==> src/hdl/x86_port_io_decode_core_macros.svh <==
// Assertion macros used by the port I/O decode core.
`ifndef X86_PORT_IO_DECODE_CORE_MACROS_SVH
`define X86_PORT_IO_DECODE_CORE_MACROS_SVH

// Same-cycle implication, checked outside reset.
`define X86_ASSERT_IMPLIES(label, clk, rst, ante, cons) \
   label: assert property (@(posedge clk) disable iff (rst) (ante) |-> (cons)) \
      else $error("assertion failed: same-cycle implication");

// Next-cycle implication, checked outside reset.
`define X86_ASSERT_NEXT(label, clk, rst, ante, cons) \
   label: assert property (@(posedge clk) disable iff (rst) (ante) |=> (cons)) \
      else $error("assertion failed: next-cycle implication");

`endif

==> src/hdl/x86pio_pkg.sv <==
// Package with opcode constants, size codes and payload types for the port I/O decoder.
`timescale 1ns / 1ps

package x86pio_pkg;

   // Opcode bytes of the recognized instructions and prefixes.
   localparam logic [7:0] OP_IN_DX_B   = 8'hEC;
   localparam logic [7:0] OP_IN_DX_D   = 8'hED;
   localparam logic [7:0] OP_OUT_DX_B  = 8'hEE;
   localparam logic [7:0] OP_OUT_DX_D  = 8'hEF;
   localparam logic [7:0] OP_INS_B     = 8'h6C;
   localparam logic [7:0] OP_INS_D     = 8'h6D;
   localparam logic [7:0] OP_OUTS_B    = 8'h6E;
   localparam logic [7:0] OP_OUTS_D    = 8'h6F;
   localparam logic [7:0] OP_IN_IMM_B  = 8'hE4;
   localparam logic [7:0] OP_IN_IMM_D  = 8'hE5;
   localparam logic [7:0] OP_OUT_IMM_B = 8'hE6;
   localparam logic [7:0] OP_OUT_IMM_D = 8'hE7;
   localparam logic [7:0] OP_CLI       = 8'hFA;
   localparam logic [7:0] OP_STI       = 8'hFB;
   localparam logic [7:0] PFX_OPSIZE   = 8'h66;
   localparam logic [7:0] PFX_REP      = 8'hF3;

   // Access size codes (log2 of the number of ports touched).
   localparam logic [4:0] SIZE_BYTE  = 5'd0;
   localparam logic [4:0] SIZE_WORD  = 5'd1;
   localparam logic [4:0] SIZE_DWORD = 5'd2;
   localparam logic [4:0] SIZE_ALL   = 5'd16;

   // Reset value of the user address limit.
   localparam logic [63:0] USER_LIMIT_RESET = 64'h0000_7FFF_FFFF_FFFF;

   // One instruction to decode.
   typedef struct packed {
      logic [63:0] instr_address;
      logic [7:0]  opcode_byte0;
      logic [7:0]  opcode_byte1;
      logic [7:0]  opcode_byte2;
      logic [15:0] dx_value;
   } x86pio_req_type;

   // One decode result.
   typedef struct packed {
      logic        decode_ok;
      logic [15:0] io_port;
      logic [4:0]  size_log2;
   } x86pio_rsp_type;

endpackage

==> src/hdl/x86pio_req_if.sv <==
// Valid/ready channel carrying one instruction item into the decoder.
`timescale 1ns / 1ps

interface x86pio_req_if;
   logic        valid;
   logic        ready;
   logic [63:0] instr_address;
   logic [7:0]  opcode_byte0;
   logic [7:0]  opcode_byte1;
   logic [7:0]  opcode_byte2;
   logic [15:0] dx_value;

   modport source (
      output valid, instr_address, opcode_byte0, opcode_byte1, opcode_byte2, dx_value,
      input  ready
   );
   modport sink (
      input  valid, instr_address, opcode_byte0, opcode_byte1, opcode_byte2, dx_value,
      output ready
   );
endinterface

==> src/hdl/x86pio_rsp_if.sv <==
// Valid/ready channel carrying one decode result item out of the decoder.
`timescale 1ns / 1ps

interface x86pio_rsp_if;
   logic        valid;
   logic        ready;
   logic        decode_ok;
   logic [15:0] io_port;
   logic [4:0]  size_log2;

   modport source (
      output valid, decode_ok, io_port, size_log2,
      input  ready
   );
   modport sink (
      input  valid, decode_ok, io_port, size_log2,
      output ready
   );
endinterface

==> src/hdl/x86pio_decode.sv <==
// Combinational decode of one port I/O instruction into port, size and status.
`timescale 1ns / 1ps

module x86pio_decode
   import x86pio_pkg::*;
#(
   parameter int NUM_PORTS = 65536
) (
   input  x86pio_req_type req,
   input  logic [63:0]    user_limit,
   input  logic [63:0]    user_limit_m1,
   output x86pio_rsp_type rsp
);

   localparam logic [17:0] PortCountVal = 18'(NUM_PORTS);

   logic        below_lim;
   logic        below_lim_m1;
   logic        prefix_pair;
   logic        single_prefix;
   logic        hit;
   logic        ranged;
   logic [15:0] port;
   logic [4:0]  size;
   logic [17:0] span;
   logic [17:0] port_end;
   logic        in_range;

   // Address and prefix checks for two- and three-byte forms.
   assign below_lim     = req.instr_address < user_limit;
   assign below_lim_m1  = req.instr_address < user_limit_m1;
   assign prefix_pair   = ((req.opcode_byte0 == PFX_REP) &&
                           (req.opcode_byte1 == PFX_OPSIZE)) ||
                          ((req.opcode_byte0 == PFX_OPSIZE) &&
                           (req.opcode_byte1 == PFX_REP));
   assign single_prefix = (req.opcode_byte0 == PFX_OPSIZE) || (req.opcode_byte0 == PFX_REP);

   // Opcode decode; one-byte forms first, then the longer forms in priority order.
   always_comb begin
      hit    = 1'b0;
      ranged = 1'b0;
      port   = '0;
      size   = SIZE_BYTE;
      unique case (req.opcode_byte0) inside
         OP_IN_DX_B, OP_INS_B, OP_OUT_DX_B, OP_OUTS_B: begin
            hit  = 1'b1;
            port = req.dx_value;
         end
         OP_IN_DX_D, OP_INS_D, OP_OUT_DX_D, OP_OUTS_D: begin
            hit    = 1'b1;
            ranged = 1'b1;
            port   = req.dx_value;
            size   = SIZE_DWORD;
         end
         OP_CLI, OP_STI: begin
            hit  = 1'b1;
            size = SIZE_ALL;
         end
         default: begin
            if (below_lim) begin
               // Immediate-port forms.
               unique case (req.opcode_byte0) inside
                  OP_IN_IMM_B, OP_OUT_IMM_B: begin
                     hit  = 1'b1;
                     port = {8'd0, req.opcode_byte1};
                  end
                  OP_IN_IMM_D, OP_OUT_IMM_D: begin
                     hit    = 1'b1;
                     ranged = 1'b1;
                     port   = {8'd0, req.opcode_byte1};
                     size   = SIZE_DWORD;
                  end
                  default: ;
               endcase

               // Operand-size prefix selects the word forms.
               if (req.opcode_byte0 == PFX_OPSIZE) begin
                  unique case (req.opcode_byte1) inside
                     OP_IN_DX_D, OP_OUT_DX_D, OP_INS_D, OP_OUTS_D: begin
                        hit    = 1'b1;
                        ranged = 1'b1;
                        port   = req.dx_value;
                        size   = SIZE_WORD;
                     end
                     OP_IN_IMM_D, OP_OUT_IMM_D: begin
                        hit    = 1'b1;
                        ranged = 1'b1;
                        port   = {8'd0, req.opcode_byte2};
                        size   = SIZE_WORD;
                     end
                     default: ;
                  endcase
               end

               // A single prefix before a string instruction.
               if (!hit && single_prefix) begin
                  unique case (req.opcode_byte1) inside
                     OP_INS_B, OP_OUTS_B: begin
                        hit  = 1'b1;
                        port = req.dx_value;
                     end
                     OP_INS_D, OP_OUTS_D: begin
                        hit    = 1'b1;
                        ranged = 1'b1;
                        port   = req.dx_value;
                        size   = SIZE_DWORD;
                     end
                     default: ;
                  endcase
               end

               // Both prefixes before a word string instruction.
               if (!hit && below_lim_m1 && prefix_pair &&
                   ((req.opcode_byte2 == OP_INS_D) || (req.opcode_byte2 == OP_OUTS_D))) begin
                  hit    = 1'b1;
                  ranged = 1'b1;
                  port   = req.dx_value;
                  size   = SIZE_WORD;
               end
            end
         end
      endcase
   end

   // Wide accesses must end within the port space.
   assign span     = 18'd1 << size[1:0];
   assign port_end = {2'b00, port} + span;
   assign in_range = !ranged || (port_end <= PortCountVal);

   // Failed decodes report port and size as zero.
   always_comb begin
      rsp.decode_ok = hit && in_range;
      rsp.io_port   = rsp.decode_ok ? port : 16'd0;
      rsp.size_log2 = rsp.decode_ok ? size : SIZE_BYTE;
   end

endmodule

==> src/hdl/x86_port_io_decode_core.sv <==
// Top level of the x86 port I/O instruction decoder with input and result registers.
//
//   channel | direction | handshake       | payload
//   --------+-----------+-----------------+-----------------------------------------------
//   req     | in        | valid/ready     | instr_address, opcode_byte0..2, dx_value
//   rsp     | out       | valid/ready     | decode_ok, io_port, size_log2
//   csr     | in        | write enable    | user_address_limit (64 bits)
//
// One item is accepted per cycle while the result is not stalled; results are registered.
// The decode sits between the input register and the result register.
// Reset is synchronous and active high; it empties both stages and restores the limit.
// A stalled result holds the result register; the input register accepts while it is
// empty or its item can move into the result register in the same cycle.
`timescale 1ns / 1ps
`include "x86_port_io_decode_core_macros.svh"

module x86_port_io_decode_core
   import x86pio_pkg::*;
#(
   parameter int NUM_PORTS = 65536
) (
   input  logic          clock,
   input  logic          reset,
   input  logic          csr_we,
   input  logic [63:0]   csr_wdata,
   x86pio_req_if.sink    req_port,
   x86pio_rsp_if.source  rsp_port
);

   logic           s1_valid_ff;
   logic           s1_valid_in;
   x86pio_req_type s1_data_ff;
   x86pio_req_type req_data;
   logic           rsp_valid_ff;
   logic           rsp_valid_in;
   x86pio_rsp_type rsp_data_ff;
   x86pio_rsp_type dec_rsp;
   logic [63:0]    limit_ff;
   logic [63:0]    limit_m1_ff;
   logic           s1_ready;
   logic           s2_ready;
   logic           rsp_ok;
   logic           rsp_port_zero;
   logic           rsp_fields_zero;
   logic           rsp_all_space;
   logic           rsp_size_legal;

   // Configuration register, with the limit minus one kept alongside it.
   always_ff @(posedge clock) begin
      if (reset) begin
         limit_ff    <= USER_LIMIT_RESET;
         limit_m1_ff <= USER_LIMIT_RESET - 64'd1;
      end else if (csr_we) begin
         limit_ff    <= csr_wdata;
         limit_m1_ff <= csr_wdata - 64'd1;
      end
   end

   // Stage flow control.
   assign s2_ready       = !rsp_valid_ff || rsp_port.ready;
   assign s1_ready       = !s1_valid_ff || s2_ready;
   assign req_port.ready = s1_ready;

   always_comb begin
      s1_valid_in  = s1_ready ? req_port.valid : s1_valid_ff;
      rsp_valid_in = s2_ready ? s1_valid_ff : rsp_valid_ff;
   end

   always_comb begin
      req_data.instr_address = req_port.instr_address;
      req_data.opcode_byte0  = req_port.opcode_byte0;
      req_data.opcode_byte1  = req_port.opcode_byte1;
      req_data.opcode_byte2  = req_port.opcode_byte2;
      req_data.dx_value      = req_port.dx_value;
   end

   // Valid bits of both stages.
   always_ff @(posedge clock) begin
      if (reset) begin
         s1_valid_ff  <= 1'b0;
         rsp_valid_ff <= 1'b0;
      end else begin
         s1_valid_ff  <= s1_valid_in;
         rsp_valid_ff <= rsp_valid_in;
      end
   end

   // Payload registers load only when their stage advances.
   always_ff @(posedge clock) begin
      if (s1_ready && req_port.valid) begin
         s1_data_ff <= req_data;
      end
      if (s2_ready && s1_valid_ff) begin
         rsp_data_ff <= dec_rsp;
      end
   end

   x86pio_decode #(
      .NUM_PORTS     (NUM_PORTS)
   ) u_decode (
      .req           (s1_data_ff),
      .user_limit    (limit_ff),
      .user_limit_m1 (limit_m1_ff),
      .rsp           (dec_rsp)
   );

   // Result outputs.
   assign rsp_port.valid     = rsp_valid_ff;
   assign rsp_port.decode_ok = rsp_data_ff.decode_ok;
   assign rsp_port.io_port   = rsp_data_ff.io_port;
   assign rsp_port.size_log2 = rsp_data_ff.size_log2;

   // Properties of the presented result.
   assign rsp_ok          = rsp_data_ff.decode_ok;
   assign rsp_port_zero   = rsp_data_ff.io_port == 16'd0;
   assign rsp_fields_zero = rsp_port_zero && (rsp_data_ff.size_log2 == SIZE_BYTE);
   assign rsp_all_space   = rsp_data_ff.size_log2 == SIZE_ALL;
   assign rsp_size_legal  = (rsp_data_ff.size_log2 == SIZE_BYTE) ||
                            (rsp_data_ff.size_log2 == SIZE_WORD) ||
                            (rsp_data_ff.size_log2 == SIZE_DWORD) || rsp_all_space;

   // A failed decode carries zero port and size.
   `X86_ASSERT_IMPLIES(a_fail_zero, clock, reset, rsp_valid_ff && !rsp_ok, rsp_fields_zero)
   // A successful decode has one of the four size codes.
   `X86_ASSERT_IMPLIES(a_size_code, clock, reset, rsp_valid_ff && rsp_ok, rsp_size_legal)
   // The whole-space result always names port zero.
   `X86_ASSERT_IMPLIES(a_all_port0, clock, reset, rsp_valid_ff && rsp_all_space, rsp_port_zero)
   // An item in the input register moves to the result register when it has room.
   `X86_ASSERT_NEXT(a_advance, clock, reset, s1_valid_ff && s2_ready, rsp_valid_ff)
   // The shadow limit stays one below the configured limit.
   `X86_ASSERT_IMPLIES(a_limit_m1, clock, reset, 1'b1, limit_m1_ff == (limit_ff - 64'd1))

endmodule
==> src/flat_wrapper.sv <==
// flat-port wrapper written by rule: the top's interface ports become plain ports
module x86_port_io_decode_core_flat import x86pio_pkg::*;
#(
   parameter int NUM_PORTS = 65536
)
  (clock, reset, csr_we, csr_wdata, req_port_valid, req_port_instr_address, req_port_opcode_byte0, req_port_opcode_byte1, req_port_opcode_byte2, req_port_dx_value, req_port_ready, rsp_port_valid, rsp_port_decode_ok, rsp_port_io_port, rsp_port_size_log2, rsp_port_ready);
  x86pio_req_if req_port_i ();
  x86pio_rsp_if rsp_port_i ();
  input  logic clock;
  input  logic reset;
  input  logic csr_we;
  input  logic [63:0] csr_wdata;
  input wire logic [$bits(req_port_i.valid)-1:0] req_port_valid;
  input wire logic [$bits(req_port_i.instr_address)-1:0] req_port_instr_address;
  input wire logic [$bits(req_port_i.opcode_byte0)-1:0] req_port_opcode_byte0;
  input wire logic [$bits(req_port_i.opcode_byte1)-1:0] req_port_opcode_byte1;
  input wire logic [$bits(req_port_i.opcode_byte2)-1:0] req_port_opcode_byte2;
  input wire logic [$bits(req_port_i.dx_value)-1:0] req_port_dx_value;
  output wire logic [$bits(req_port_i.ready)-1:0] req_port_ready;
  output wire logic [$bits(rsp_port_i.valid)-1:0] rsp_port_valid;
  output wire logic [$bits(rsp_port_i.decode_ok)-1:0] rsp_port_decode_ok;
  output wire logic [$bits(rsp_port_i.io_port)-1:0] rsp_port_io_port;
  output wire logic [$bits(rsp_port_i.size_log2)-1:0] rsp_port_size_log2;
  input wire logic [$bits(rsp_port_i.ready)-1:0] rsp_port_ready;
  assign req_port_i.valid = req_port_valid;
  assign req_port_i.instr_address = req_port_instr_address;
  assign req_port_i.opcode_byte0 = req_port_opcode_byte0;
  assign req_port_i.opcode_byte1 = req_port_opcode_byte1;
  assign req_port_i.opcode_byte2 = req_port_opcode_byte2;
  assign req_port_i.dx_value = req_port_dx_value;
  assign req_port_ready = req_port_i.ready;
  assign rsp_port_valid = rsp_port_i.valid;
  assign rsp_port_decode_ok = rsp_port_i.decode_ok;
  assign rsp_port_io_port = rsp_port_i.io_port;
  assign rsp_port_size_log2 = rsp_port_i.size_log2;
  assign rsp_port_i.ready = rsp_port_ready;
  x86_port_io_decode_core #(.NUM_PORTS(NUM_PORTS)) u_core (.clock(clock), .reset(reset), .csr_we(csr_we), .csr_wdata(csr_wdata), .req_port(req_port_i), .rsp_port(rsp_port_i));
endmodule
==> config.mk <==
export PLATFORM = sky130hd
export DESIGN_NAME = x86_port_io_decode_core_flat
export DESIGN_NICKNAME = d
export VERILOG_FILES = /design/src/hdl/x86pio_pkg.sv /design/src/hdl/x86pio_req_if.sv /design/src/hdl/x86pio_rsp_if.sv /design/src/hdl/x86pio_decode.sv /design/src/hdl/x86_port_io_decode_core.sv /design/src/flat_wrapper.sv
export VERILOG_INCLUDE_DIRS = /design/src /design/src/hdl
export SDC_FILE = /design/constraint.sdc
export NUM_CORES = 1
export LEC_CHECK = 0
export ABC_AREA = 1
export BUFFER_PORTS_ARGS = -buffer_cell sky130_fd_sc_hd__buf_2
export CAP_MARGIN = 10
export CORE_MARGIN = 1
export CORE_UTILIZATION = 60
export DETAILED_ROUTE_END_ITERATION = 10
export GPL_TIMING_DRIVEN = 0
export PLACE_DENSITY = 0.83
export SLEW_MARGIN = 20
export SYNTH_ARGS = -nofsm -noshare
export SYNTH_HDL_FRONTEND = slang
export SYNTH_SLANG_ARGS = --single-unit
export TNS_END_PERCENT = 100
==> constraint.sdc <==
create_clock -name clock -period 7.6 [get_ports clock]
set_clock_uncertainty 0.1 [all_clocks]
set_input_delay 0.76 -clock clock [delete_from_list [all_inputs] [get_ports clock]]
set_output_delay 0.76 -clock clock [all_outputs]
set_load 0.05 [all_outputs]
After elaboration in Yosys (flattened, before gate mapping) --
Index checks and enable logic that the tools add are counted.
Word-level totals: register bits after elaboration 256, input port bits 173, output and inout port bits 24, word-level logic and storage cells 115
Operators by class: $add $sub $neg 2, $lt $le $gt $ge 3, equality and inequality tests 28, shift-type cells 1, muxes and demuxes 36, reduce and logical (&&, ||, !) cells 33
Operator list (number):
- 8-bit equality test, second input constant | 16
- 64-bit less-than comparator | 2
- 8-bit by 7-bit equality test with 1-bit output, second input constant | 12
- 16-bit 2-to-1 mux | 5
- 16-bit case mux with 2 select lines | 2
- 64-bit by 1-bit subtractor with 64-bit output, second input constant | 1
- 5-bit 2-to-1 mux | 5
- 4-bit OR reduction | 5
- 1-bit 2-to-1 mux | 19
- 16-bit by 18-bit adder with 18-bit output | 1
- 18-bit by 17-bit <= comparator with 1-bit output, second input constant | 1
- 1-bit by 2-bit << shifter with 18-bit output, first input constant | 1
- 5-bit case mux with 3 select lines | 1
- 6-bit OR reduction | 2
- 10-bit OR reduction | 1
- 1-bit logical AND | 9
- 8-bit 2-to-1 mux | 1
- 2-bit OR reduction | 4
- 8-bit OR reduction | 1
- 1-bit logical OR | 6
- 1-bit logical NOT | 5
- 2-bit 2-to-1 mux | 2
- 1-bit case mux with 2 select lines | 1

Logic depth before layout (Yosys ltp) --
Gate-level depths: netlist of the first run.
depth in word-level cells 24, gate-level depth with buffers 36

Modules after synthesis --
A second synthesis of the first run with hierarchy kept.
Unflattened totals: cell total of the unflattened synthesis 1948, area, all modules 15427.3 um^2
Modules (own cells, without submodules):
- x86_port_io_decode_core | instances 1, cells each 1103, area each 10378.7 um^2, sequential area each 6386.1 um^2
- x86pio_decode | instances 1, cells each 845, area each 5048.6 um^2, sequential area each 0.0 um^2

Worst setup path after synthesis of the first run --
OpenSTA, ideal clock, no wires.
kind register to register, from reg u_core.s1_data_ff[71] in the netlist's numbering, to reg u_core.rsp_data_ff, in the netlist u_core.rsp_port.io_port[14] (data pin), library setup time 256 ps, arrival time 3687 ps, setup slack 3557 ps, cell stages (with the launch flop) 30, buffers on the path 2, clock period less this slack 4043 ps, cell sequence edfxtp_1 ha_1 a21oi_1 o21ai_0 a21oi_1 a21boi_1 nand2_1 nand2_1 nand2_2 nor2_4 buf_6 inv_1 a21oi_1 nor2_1 ha_1 fa_1 nand3_1 and2_1 inv_1 nand2_2 nor2_8 nand3_1 nand2_1 nand2_1 nor2_1 nand2_1 o21ai_2 nand2_4 buf_12 nor2_4
On the way: word-level cells in the longest chain between the ends 12, elaborated cells between the ends (all ways) 23, those cells by class add/sub (1); order compare (3); shift (1); mux (12); reduce/logical (6)
Ends and longest elaborated chain:
- start: declaration | RTL line x86_port_io_decode_core.sv:32 | x86pio_req_type s1_data_ff;
- start signal: assignment | RTL line x86_port_io_decode_core.sv:91 | s1_data_ff <= req_data;
- 64-bit less-than comparator | RTL line x86pio_decode.sv:31 | assign below_lim_m1 = req.instr_address < user_limit_m1;
- 1-bit logical AND (3 in series) | RTL line x86pio_decode.sv:113 | if (!hit && below_lim_m1 && prefix_pair &&
- 5-bit 2-to-1 mux | RTL line x86pio_decode.sv:113
- 5-bit 2-to-1 mux | RTL line x86pio_decode.sv:60 | if (below_lim) begin
- 5-bit case mux with 3 select lines | RTL line x86pio_decode.sv:44 | unique case (req.opcode_byte0) inside
- 1-bit by 2-bit << shifter with 18-bit output | RTL line x86pio_decode.sv:126 | assign span = 18'd1 << size[1:0];
- 16-bit by 18-bit adder with 18-bit output | RTL line x86pio_decode.sv:127 | assign port_end = {2'b00, port} + span;
- 18-bit by 17-bit <= comparator with 1-bit output | RTL line x86pio_decode.sv:128 | assign in_range = !ranged || (port_end <= PortCountVal);
- 1-bit logical OR | RTL line x86pio_decode.sv:128
- 1-bit logical AND | RTL line x86pio_decode.sv:132 | rsp.decode_ok = hit && in_range;
- end signal: assignment | RTL line x86_port_io_decode_core.sv:94 | rsp_data_ff <= dec_rsp;
- end: declaration | RTL line x86_port_io_decode_core.sv:36 | x86pio_rsp_type rsp_data_ff;
Several ways; a longest one is shown, not always the timed one. A chain may end at the register's enable or synchronous reset.

Worst setup path in the final report of the first run --
from reg u_core.s1_data_ff[71] in the netlist's numbering, to reg u_core.rsp_data_ff, in the netlist u_core.rsp_port.io_port[11] (data pin)
Same word-level chain as after synthesis.

==> results of run 1 <==
==> cells in the mapped netlist, drive strengths merged, types with 2 or more instances <==
cell type  count  area, µm²
o21a           2      15.01
nand4         21      137.6
xor2          26      227.7
dfxtp        130       2603
o22ai          8      50.05
o21bai         5      37.54
o211ai        35      262.8
o21ai        145      729.4
nor3          25      147.6
nor2         211      930.9
buf            8      62.55
edfxtp       124       3724
clkbuf        41      153.9
nand2        270       1111
inv          322       1211
nand3         71      440.4
or2            2      12.51
a22oi          2      15.01
nand3b         2      15.01
a21o           2      15.01
nor4          16      142.6
and3           2      12.51
xnor2         12      105.1
a21boi         2      15.02
ha           131       1639
a21oi        178      898.4
==> cell type report <==
type                    instances  area [µm²]  share of cell area, %
diodes                          8       20.02                 0.1165
plain buffers                  49       216.5                  1.259
clock buffers                  41       830.8                  4.833
clock inverters                13       125.1                 0.7279
inverters                     323        1220                  7.097
multi-input cells            1178        7046                  40.99
flip-flops and latches        254        6326                  36.80
well taps                     324       405.4                  2.358
repair buffers                194       999.7                  5.816
==> state kept, by name (all words and copies together) (netlist names) <==
register	cells
u_core.s1_data_ff	104
u_core.limit_ff	64
u_core.limit_m1_ff	64
u_core.rsp_port.io_port	16
u_core.rsp_port.size_log2	3
u_core.rsp_port.decode_ok	1
u_core.rsp_port.valid	1
u_core.s1_valid_ff	1
==> worst reg2reg max path, delay by kind of cell, from the launching register on <==
kind	cells	cell delay, ns
adders and majority gates	3	0.97
AOI/OAI and AO/OA	6	1.41
DFF	1	0.42
buffers and inverters	4	0.49
and+or+nand+nor	15	1.66
==> per-stage QoR <==
stage               total power (W)  hold slack [ns]  utilization [%]  worst slack (ns)  instance area, µm²
floorplan                  0.001871           0.3318                -             3.557               14800
global placement           0.002020           0.3433            66.67             2.777               16170
detailed placement         0.002044           0.3490            66.86             2.652               16210
CTS                        0.003425           0.2571            70.80             2.589               17170
global route               0.003548           0.2541            70.83             2.150               17170
finish                     0.003420           0.2692            70.89             2.427               17190
==> worst max path at each step <==
stage                                     start                            to  depth (start not counted)
final                     u_core.s1_data_ff[71]   u_core.rsp_port.io_port[11]                         28
after global routing      u_core.s1_data_ff[65]   u_core.rsp_port.io_port[10]                         28
after CTS                 u_core.s1_data_ff[65]  u_core.rsp_port.size_log2[1]                         28
after detailed placement  u_core.s1_data_ff[71]  u_core.rsp_port.size_log2[1]                         28
after global placement    u_core.s1_data_ff[71]   u_core.rsp_port.io_port[14]                         29
after floorplan           u_core.s1_data_ff[71]   u_core.rsp_port.io_port[14]                         29
==> report_power, final <==
group,leakage (nW),total (W),switching (W),internal [W]
clock network,0.475,0.00139,0.000562,0.000828
registers,2.31,0.00156,0.0000389,0.00152
logic,5.41,0.000466,0.000301,0.000165
==> per-layer routing <==
layer	vias to the layer above	track usage (%)	routed length, µm	part of all wire, %
met4	2	11.15	1354	3.4
met5	-	0	15	0.038
met1	6125	40.40	16280	41
met2	613	51.22	18350	46
li1	6433	-	-	-
met3	112	5.991	3706	9.3
==> kinds of logic after synthesis <==
kind of cell | Yosys count
flops | 254
simple gates | 622
fa+ha+maj | 132
xor+xnor | 38
buf+inv | 372
other cells | 1
compound gates | 383
==> flow_summary.yaml, run 1 <==
outcome:
  status: "finished, final reports clean"
setup_path:
  cp-end-kind: "flip-flop"
  crit_path_start_kind: "flip-flop"
  r2r_cells: 28
  path_buf_inv: 4
  r2r_end: "u_core.rsp_port.io_port[11]"
  path_max_fanout: 10
  crit_slowest_cell: "a21oi_1"
  worstPathArrival_ns: 5.48
  reg2reg_slack_ns: 2.43
  slowest_delay_ns: 0.44
  worstPathRequired_ns: 7.91
  crit_family: "simple AND/OR/NAND/NOR gates"
  path_class: "reg2reg"
  rr_startpoint: "u_core.s1_data_ff[71]"
sta:
  finalSetupViolCount: 0
  fin_crit_sh_pct: 68.07
  worst_pin_slew_ns: 0.8719
  slew_headroom_pct: 41.87
  max_freq_mhz: 193.3
  slew_viol_final: 0
  rsz0062_at_grt: "no"
  finalWorstPathRequiredPeriod_ns: 5.173
  finalHoldViolCount: 0
  tns_ns: 0
logic_synthesis:
  synth-simple-area-share_pct: 20.07
  synthCells: 1802
  synth_edf_count: 124
  synthMuxAreaShare_pct: 0
  synth_seq_area_share_pct: 42.77
  synth_top_family_by_area: "simple AND/OR/NAND/NOR gates"
  synth-seq-cells: 254
  synth_fa_ha_area_share_pct: 11.22
  synth_area_mm2: 0.01479
  ys_warn_count: 0
  syn_area_per_cell_um2: 8.208
  synth.distinct_cells: 56
  ys.flop_type: "dfxtp_1"
  synth-compound-area-share_pct: 13.99
  synth_xor_area_share_pct: 2.250
  async_flop_share_pct: 0
global_routing:
  grt-ovfl-total: 0
  first_global_vias: 12554
  grt_first_pass_wirelength_um: 62380
  grt_util_all_layers_pct: 30.93
  antenna_found_initial: 7
  grt_max_degree: 77
clock_network:
  cts_resized: 0
  cts.htree.levels: 1
  hold_buffers: 0
  clk_pin_slew_ns: 0.06
  root_buffer: "clkbuf_16"
  clock_latency_ns: 0.57
  clockBufferDepth: 3
  cts_tree: "built"
  cts.sinks: 254
  cts_buffers: 29
  post_cts_buffers: 0
worst_hold_path:
  whs_endpoint: "u_core.s1_data_ff[46]"
  hold_path.class: "in2reg"
  hold_path_startpoint: "req_port_instr_address[6]"
  whs_path_depth: 1
final_layout:
  syn_to_final_growth_pct: 16.21
  drive_gt1_share_pct: 15.84
  layout_common_cells: "312 x inv_1, 247 x nand2_1, 193 x buf_2"
  nets: 2334
  n_fill_cell: 1891
  stdcell_count: 2384
  final_common_cell: "inv_1"
routing:
  drc: 0
  ant_nets: 0
  wl_um: 39710
  initialDrtViolationCount: 1380
  firstDrtPassIters: 5
  viasPerCell: 5.573
  wire_per_inst_um: 16.66
  vias: 13285
floorplanning:
  core_mm2: 0.02425
  io_pins: 197
  row_count: 57
  die-width_um: 159.0
  initial_utilization_pct: 61.00
  die_y_um: 159.0
  die_area_mm2: 0.02528
place:
  place_inst: 2322
  gp_congestion: 0.9942
  hpwlAfterDp_um: 30570
  port_buffers: 192
pwr:
  ir_worst_vdd_mv: 0.2187
  p_leak_nw: 8.199
  power_density_mw_per_mm2: 199.0
run:
  max-cap-violations: 0
No activity file was read; power rests on OpenSTA's default activity.
==> run 2: changes to the inputs <==
--- a/config.mk
+++ b/config.mk
@@ -10,10 +10,10 @@
 export BUFFER_PORTS_ARGS = -buffer_cell sky130_fd_sc_hd__buf_2
 export CAP_MARGIN = 10
 export CORE_MARGIN = 1
-export CORE_UTILIZATION = 60
+export CORE_UTILIZATION = 53
 export DETAILED_ROUTE_END_ITERATION = 10
 export GPL_TIMING_DRIVEN = 0
-export PLACE_DENSITY = 0.83
+export PLACE_DENSITY = 0.77
 export SLEW_MARGIN = 20
 export SYNTH_ARGS = -nofsm -noshare
 export SYNTH_HDL_FRONTEND = slang
==> constraint.sdc (replaced) <==
create_clock -name clock -period 4.2 [get_ports clock]
set_clock_uncertainty 0.1 [all_clocks]
set_input_delay 0.42 -clock clock [delete_from_list [all_inputs] [get_ports clock]]
set_output_delay 0.42 -clock clock [all_outputs]
set_load 0.05 [all_outputs]
==> run 2 against run 1 <==
  * Sequential share of layout area fell by 3.8 points
  * Clock power rose by 90%
  * Largest power group unchanged
  * Highest routed layer unchanged
  * First-iteration DRC count fell by 16%
  * The flow now finishes with violations (negative setup slack)
  * Worst setup slack got worse by 2.6 ns
  * Combinational power rose by 120%
  * Wire length rose by 11%
  * Core utilization fell by 0.25 points
  * Worst hold slack got worse by 0.25 ns
  * Die area rose by 13%
  * Count of clock-buffer cells in the layout fell by 11
==> flow_summary.yaml, run 2 (same netlist as run 1, synthesis figures left out) <==
outcome:
  status: "finished, violations left"
  violations: "negative setup slack"
floorplanning:
  row_count: 60
  core_mm2: 0.02718
  die_area_mm2: 0.02858
  die_y_um: 169.1
  initial_utilization_pct: 54.43
  io_pins: 197
  die-width_um: 169.1
final_layout:
  stdcell_count: 2561
  reg_top3: "u_core.s1_data_ff: 104 flops, u_core.limit_ff: 64 flops, u_core.limit_m1_ff: 64 flops"
  nets: 2459
  largest_reg_flops: 104
  layout_common_cells: "307 x inv_1, 227 x nand2_1, 193 x buf_2"
  drive_gt1_share_pct: 20.64
  regMostFlops: "u_core.s1_data_ff"
  final_common_cell: "inv_1"
  syn_to_final_growth_pct: 29.78
sta:
  slew_viol_final: 0
  finalWorstPathRequiredPeriod_ns: 4.341
  finalSetupViolCount: 19
  rsz0062_at_grt: "yes"
  worst_pin_slew_ns: 0.8355
  fin_crit_sh_pct: 103.4
  slew_headroom_pct: 44.30
  layout_setup_ws_ns: -0.1413
  finalHoldViolCount: 0
  tns_ns: -2.235
  max_freq_mhz: 230.3
routing:
  wl_um: 44000
  ant_nets: 0
  vias: 13988
  firstDrtPassIters: 5
  initialDrtViolationCount: 1155
  drc: 0
  wire_per_inst_um: 17.18
  viasPerCell: 5.462
setup_path:
  path_buf_inv: 4
  path_class: "reg2reg"
  cp_common_cell: "nand2_4"
  worstPathRequired_ns: 4.51
  path_max_fanout: 5
  slowest_delay_ns: 0.48
  cp-end-kind: "flip-flop"
  worstPathArrival_ns: 4.65
  crit_path_start_kind: "flip-flop"
  crit_slowest_cell: "edfxtp_1"
  crit_family: "simple AND/OR/NAND/NOR gates"
clock_network:
  root_buffer: "clkbuf_16"
  clk_pin_slew_ns: 0.06
  cts.sinks: 254
  cts_tree: "built"
  clockBufferDepth: 3
  cts_buffers: 28
  cts.htree.levels: 1
  clock_latency_ns: 0.56
place:
  place_inst: 2370
  gp_congestion: 0.9678
  port_buffers: 192
  hpwlAfterDp_um: 30700
worst_hold_path:
  hold_path.class: "in2reg"
global_routing:
  antenna_found_initial: 14
  grt_first_pass_wirelength_um: 66410
  grt-ovfl-total: 0
  grt_util_all_layers_pct: 29.54
  first_global_vias: 13280
  grt_max_degree: 76
pwr:
  power_density_mw_per_mm2: 338.1
  ir_worst_vdd_mv: 0.4713
  p_leak_nw: 8.850
run:
  max-cap-violations: 0
-- run 2: changes by cell type in the layout (fill, tap and decap cells not counted), moves of 12 or more --
cell | previous run | this run
dlygate4sd3_1 | 0 | 104
a21oi_2 | 3 | 16
nor2_1 | 191 | 175
ha_4 | 0 | 21
o21ai_0 | 137 | 125
ha_1 | 131 | 110
buf_4 | 2 | 20
nand2_1 | 247 | 227
a21oi_1 | 175 | 159
nand2_2 | 15 | 29
-- run 2: layer usage --
| metal | GRT usage, % | routed length, µm |
|---|---|---|
| met2 | 50.04 | 20950 |
| met3 | 4.980 | 3070 |
| met5 | 0 | 13 |
| met4 | 12.26 | 1888 |
| met1 | 37.37 | 18080 |
-- run 2: report_power, final --
| group | leakage [nW] | switching, W | internal [W] |
|---|---|---|---|
| Combinational | 6.07 | 0.000608 | 0.000404 |
| Clock | 0.474 | 0.00103 | 0.00161 |
| Sequential | 2.31 | 0.0000778 | 0.00276 |
| Total | 8.85 | 0.00171 | 0.00478 |
-- run 2: stage by stage --
step	setup WS, ns	area (µm²)	power, W	utilization (%)	hold slack [ns]
detailed placement	-0.7712	16270	0.003697	59.88	0.3505
global route	-0.2827	19180	0.006714	70.59	0.02043
global placement	-0.6579	16230	0.003660	59.71	0.3435
finish	-0.1413	19200	0.006491	70.64	0.01971
floorplan	0.1575	14800	0.003386	-	0.3318
CTS	0.001612	18620	0.006407	68.50	0.01055
-- run 2: worst reg2reg max path: cells and delay by family (launching register included) --
family / cells / cell delay [ns]
AOI/OAI and AO/OA: 6 / 0.99
DFF: 1 / 0.48
adders and majority gates: 3 / 0.83
buffers and inverters: 4 / 0.40
and+or+nand+nor: 15 / 1.40
-- run 2: worst paths after layout --
path                     startpoint                            to  slack (ns)  cells after the start
min                    csr_wdata[1]            u_core.limit_ff[1]        0.02                      3
min reg2reg  u_core.limit_m1_ff[10]        u_core.limit_m1_ff[10]        0.36                      2
max           u_core.s1_data_ff[71]  u_core.rsp_port.size_log2[1]       -0.14                     28
max reg2reg   u_core.s1_data_ff[71]  u_core.rsp_port.size_log2[1]       -0.14                     28
-- run 2: repair_timing --
item	in CTS	in global routing
pin swaps	20	55
setup buffers	13	7
cloned	2	0
endpoints found under the setup margin	19	19
hold buffers	104	0
endpoints found under the hold margin	104	0
resized for setup	45	100
-- run 2: cell type report --
cell class | count | area (µm²)
Buffer | 49 | 216.5
Timing Repair Buffer | 319 | 2226
Sequential cell | 254 | 6327
Fill cell | 2058 | 7979
Clock inverter | 21 | 256.5
Inverter | 323 | 1225
Multi-Input combinational cell | 1179 | 7716
Clock buffer | 30 | 729.5
Antenna cell | 14 | 35.03
Tap cell | 372 | 465.4
==> run 3: changes to the inputs <==
--- a/config.mk
+++ b/config.mk
@@ -9,11 +9,12 @@
 export ABC_AREA = 1
 export BUFFER_PORTS_ARGS = -buffer_cell sky130_fd_sc_hd__buf_2
 export CAP_MARGIN = 10
+export CORE_ASPECT_RATIO = 1.25
 export CORE_MARGIN = 1
-export CORE_UTILIZATION = 53
+export CORE_UTILIZATION = 59
 export DETAILED_ROUTE_END_ITERATION = 10
 export GPL_TIMING_DRIVEN = 0
-export PLACE_DENSITY = 0.77
+export PLACE_DENSITY = 0.81
 export SLEW_MARGIN = 20
 export SYNTH_ARGS = -nofsm -noshare
 export SYNTH_HDL_FRONTEND = slang
==> constraint.sdc (replaced) <==
create_clock -name clock -period 4.4 [get_ports clock]
set_clock_uncertainty 0.1 [all_clocks]
set_input_delay 0.44 -clock clock [delete_from_list [all_inputs] [get_ports clock]]
set_output_delay 0.44 -clock clock [all_outputs]
set_load 0.05 [all_outputs]
==> run 3 against run 2 <==
  * The run now ends clean
  * Via count shrank 0.26%
  * Maximum frequency grew 0.66%
  * Highest routed layer unchanged
  * Count of clock-buffer cells in the layout grew 11
  * Worst hold slack gained 0.036 ns
  * Clock power shrank 13%
  * Sequential share of layout area grew 0.64 points
  * Flip-flop and latch count is the same
  * Final area shrank 1.9%
  * Register-to-register slack gained 0.23 ns
==> flow_summary.yaml, run 3 (same netlist as run 1, synthesis figures left out) <==
setup_path:
  worstPathRequired_ns: 4.70
  cp_common_cell: "nand2_1"
  slowest_delay_ns: 0.43
  path_max_fanout: 8
  path_class: "reg2reg"
  crit_path_start_kind: "flip-flop"
  crit_slowest_cell: "edfxtp_1"
  cp-end-kind: "flip-flop"
  worstPathArrival_ns: 4.62
final_layout:
  drive_gt1_share_pct: 19.32
  final_common_cell: "inv_1"
  layout_common_cells: "307 x inv_1, 234 x nand2_1, 193 x buf_2"
  regMostFlops: "u_core.s1_data_ff"
  nets: 2454
  largest_reg_flops: 104
  reg_top3: "u_core.s1_data_ff: 104 flops, u_core.limit_ff: 64 flops, u_core.limit_m1_ff: 64 flops"
  syn_to_final_growth_pct: 27.29
pwr:
  ir_worst_vdd_mv: 0.3822
  power_density_mw_per_mm2: 316.6
  p_leak_nw: 8.754
clock_network:
  root_buffer: "clkbuf_16"
  clock_latency_ns: 0.55
  cts_buffers: 27
  clk_pin_slew_ns: 0.06
  cts_tree: "built"
  cts.sinks: 254
  clockBufferDepth: 3
  cts.htree.levels: 1
sta:
  slew_headroom_pct: 41.00
  worst_pin_slew_ns: 0.8769
  finalHoldViolCount: 0
  finalWorstPathRequiredPeriod_ns: 4.313
  fin_crit_sh_pct: 98.02
  slew_viol_final: 0
  hold_ws_ns: 0.05543
  max_freq_mhz: 231.9
  layout_setup_ws_ns: 0.08703
  finalSetupViolCount: 0
global_routing:
  grt_first_pass_wirelength_um: 67240
  grt-ovfl-total: 0
  antenna_found_initial: 6
  grt_max_degree: 68
  first_global_vias: 13612
  grt_util_all_layers_pct: 33.98
routing:
  ant_nets: 0
  viasPerCell: 5.574
  drc: 0
  top_layer: "met5"
  wl_met1_um: 16230
  initialDrtViolationCount: 915
  wire_per_inst_um: 18.19
  firstDrtPassIters: 6
  wl_um: 45520
  vias: 13952
  met3_wirelength_um: 3208
  wl_met2_um: 23430
floorplanning:
  core_mm2: 0.02458
  io_pins: 197
  row_count: 64
  initial_utilization_pct: 60.17
  die_y_um: 179.0
  die-width_um: 143.6
  die_area_mm2: 0.02571
outcome:
  status: "finished, final reports clean"
place:
  port_buffers: 192
  dpl_worst_slack_ns: -0.4673
  hpwlAfterDp_um: 31160
  gp_congestion: 0.9455
run:
  max-cap-violations: 0
worst_hold_path:
  hold_path.class: "in2reg"
==> run 3: changes by cell type in the layout (fill, tap and decap cells not counted), moves of 5 or more <==
cell       before  now
a21oi_1       159  166
nand2_1       227  234
nand2_4        15   10
diode_2        14    4
bufinv_16       6    1
clkbuf_1       41   48
nor2_4         22   17
a21oi_2        16    9
clkbuf_8        0    6
==> run 3: cell type report <==
class / instances / area [µm²]
timing repair buffer: 316 / 2201
multi-input combinational: 1178 / 7565
inverter: 323 / 1220
fill: 1700 / 5756
sequential: 254 / 6326
buffer: 49 / 216.5
clock buffer: 41 / 809.5
tap: 330 / 412.9
antenna: 4 / 10.01
clock inverter: 8 / 67.56
==> run 3: final timing paths <==
path | start | end | slack (ns) | depth (start not counted)
setup reg to reg | u_core.s1_data_ff[55] | u_core.rsp_port.io_port[10] | 0.09 | 29
setup / recovery | u_core.s1_data_ff[55] | u_core.rsp_port.io_port[10] | 0.09 | 29
hold reg to reg | u_core.limit_ff[30] | u_core.limit_ff[30] | 0.37 | 2
hold / removal | csr_wdata[1] | u_core.limit_ff[1] | 0.06 | 3
==> run 3: routing by layer <==
layer	global-route usage, %	vias up
met5	0	-
met2	63.13	672
met1	36.06	6442
li1	-	6661
met3	5.556	173
met4	19.33	4
==> run 3: metrics by stage <==
stage	total power [W]	setup TNS, ns	utilization [%]	instance area (µm²)	instances
6_report	0.005962	0	76.59	18830	2503
5_1_grt	0.006165	-2.212	76.56	18820	2500
4_1_cts	0.005856	0	74.10	18220	2486
3_5_place_dp	0.003530	-7.304	65.98	16220	2328
3_3_place_gp	0.003491	-6.013	65.79	16170	2326
2_1_floorplan	0.003232	0	-	14800	1804
==> run 3: critical path: cells and delay by family, from the launching register on <==
kind            cells  cell delay [ns]
simple gates       17             1.58
fa+ha+maj           3             0.85
compound gates      5             0.77
flops               1             0.43
buf+inv             4             0.42
==> run 3: report_power, final <==
| part | switching [W] | total, W | leakage, nW | internal, W |
|---|---|---|---|---|
| Clock | 0.000964 | 0.00229 | 0.434 | 0.00132 |
| Combinational | 0.000581 | 0.000969 | 6.01 | 0.000388 |
| Sequential | 0.0000744 | 0.00271 | 2.31 | 0.00263 |
==> run 3: repair_timing <==
item / in CTS / in global routing
pin swaps: 9 / 39
endpoints found under the hold margin: 104 / 0
cloned: 0 / 1
hold buffers: 104 / 0
gates resized for setup: 13 / 91
buffers inserted: 5 / 12
setup endpoints to repair: 19 / 19
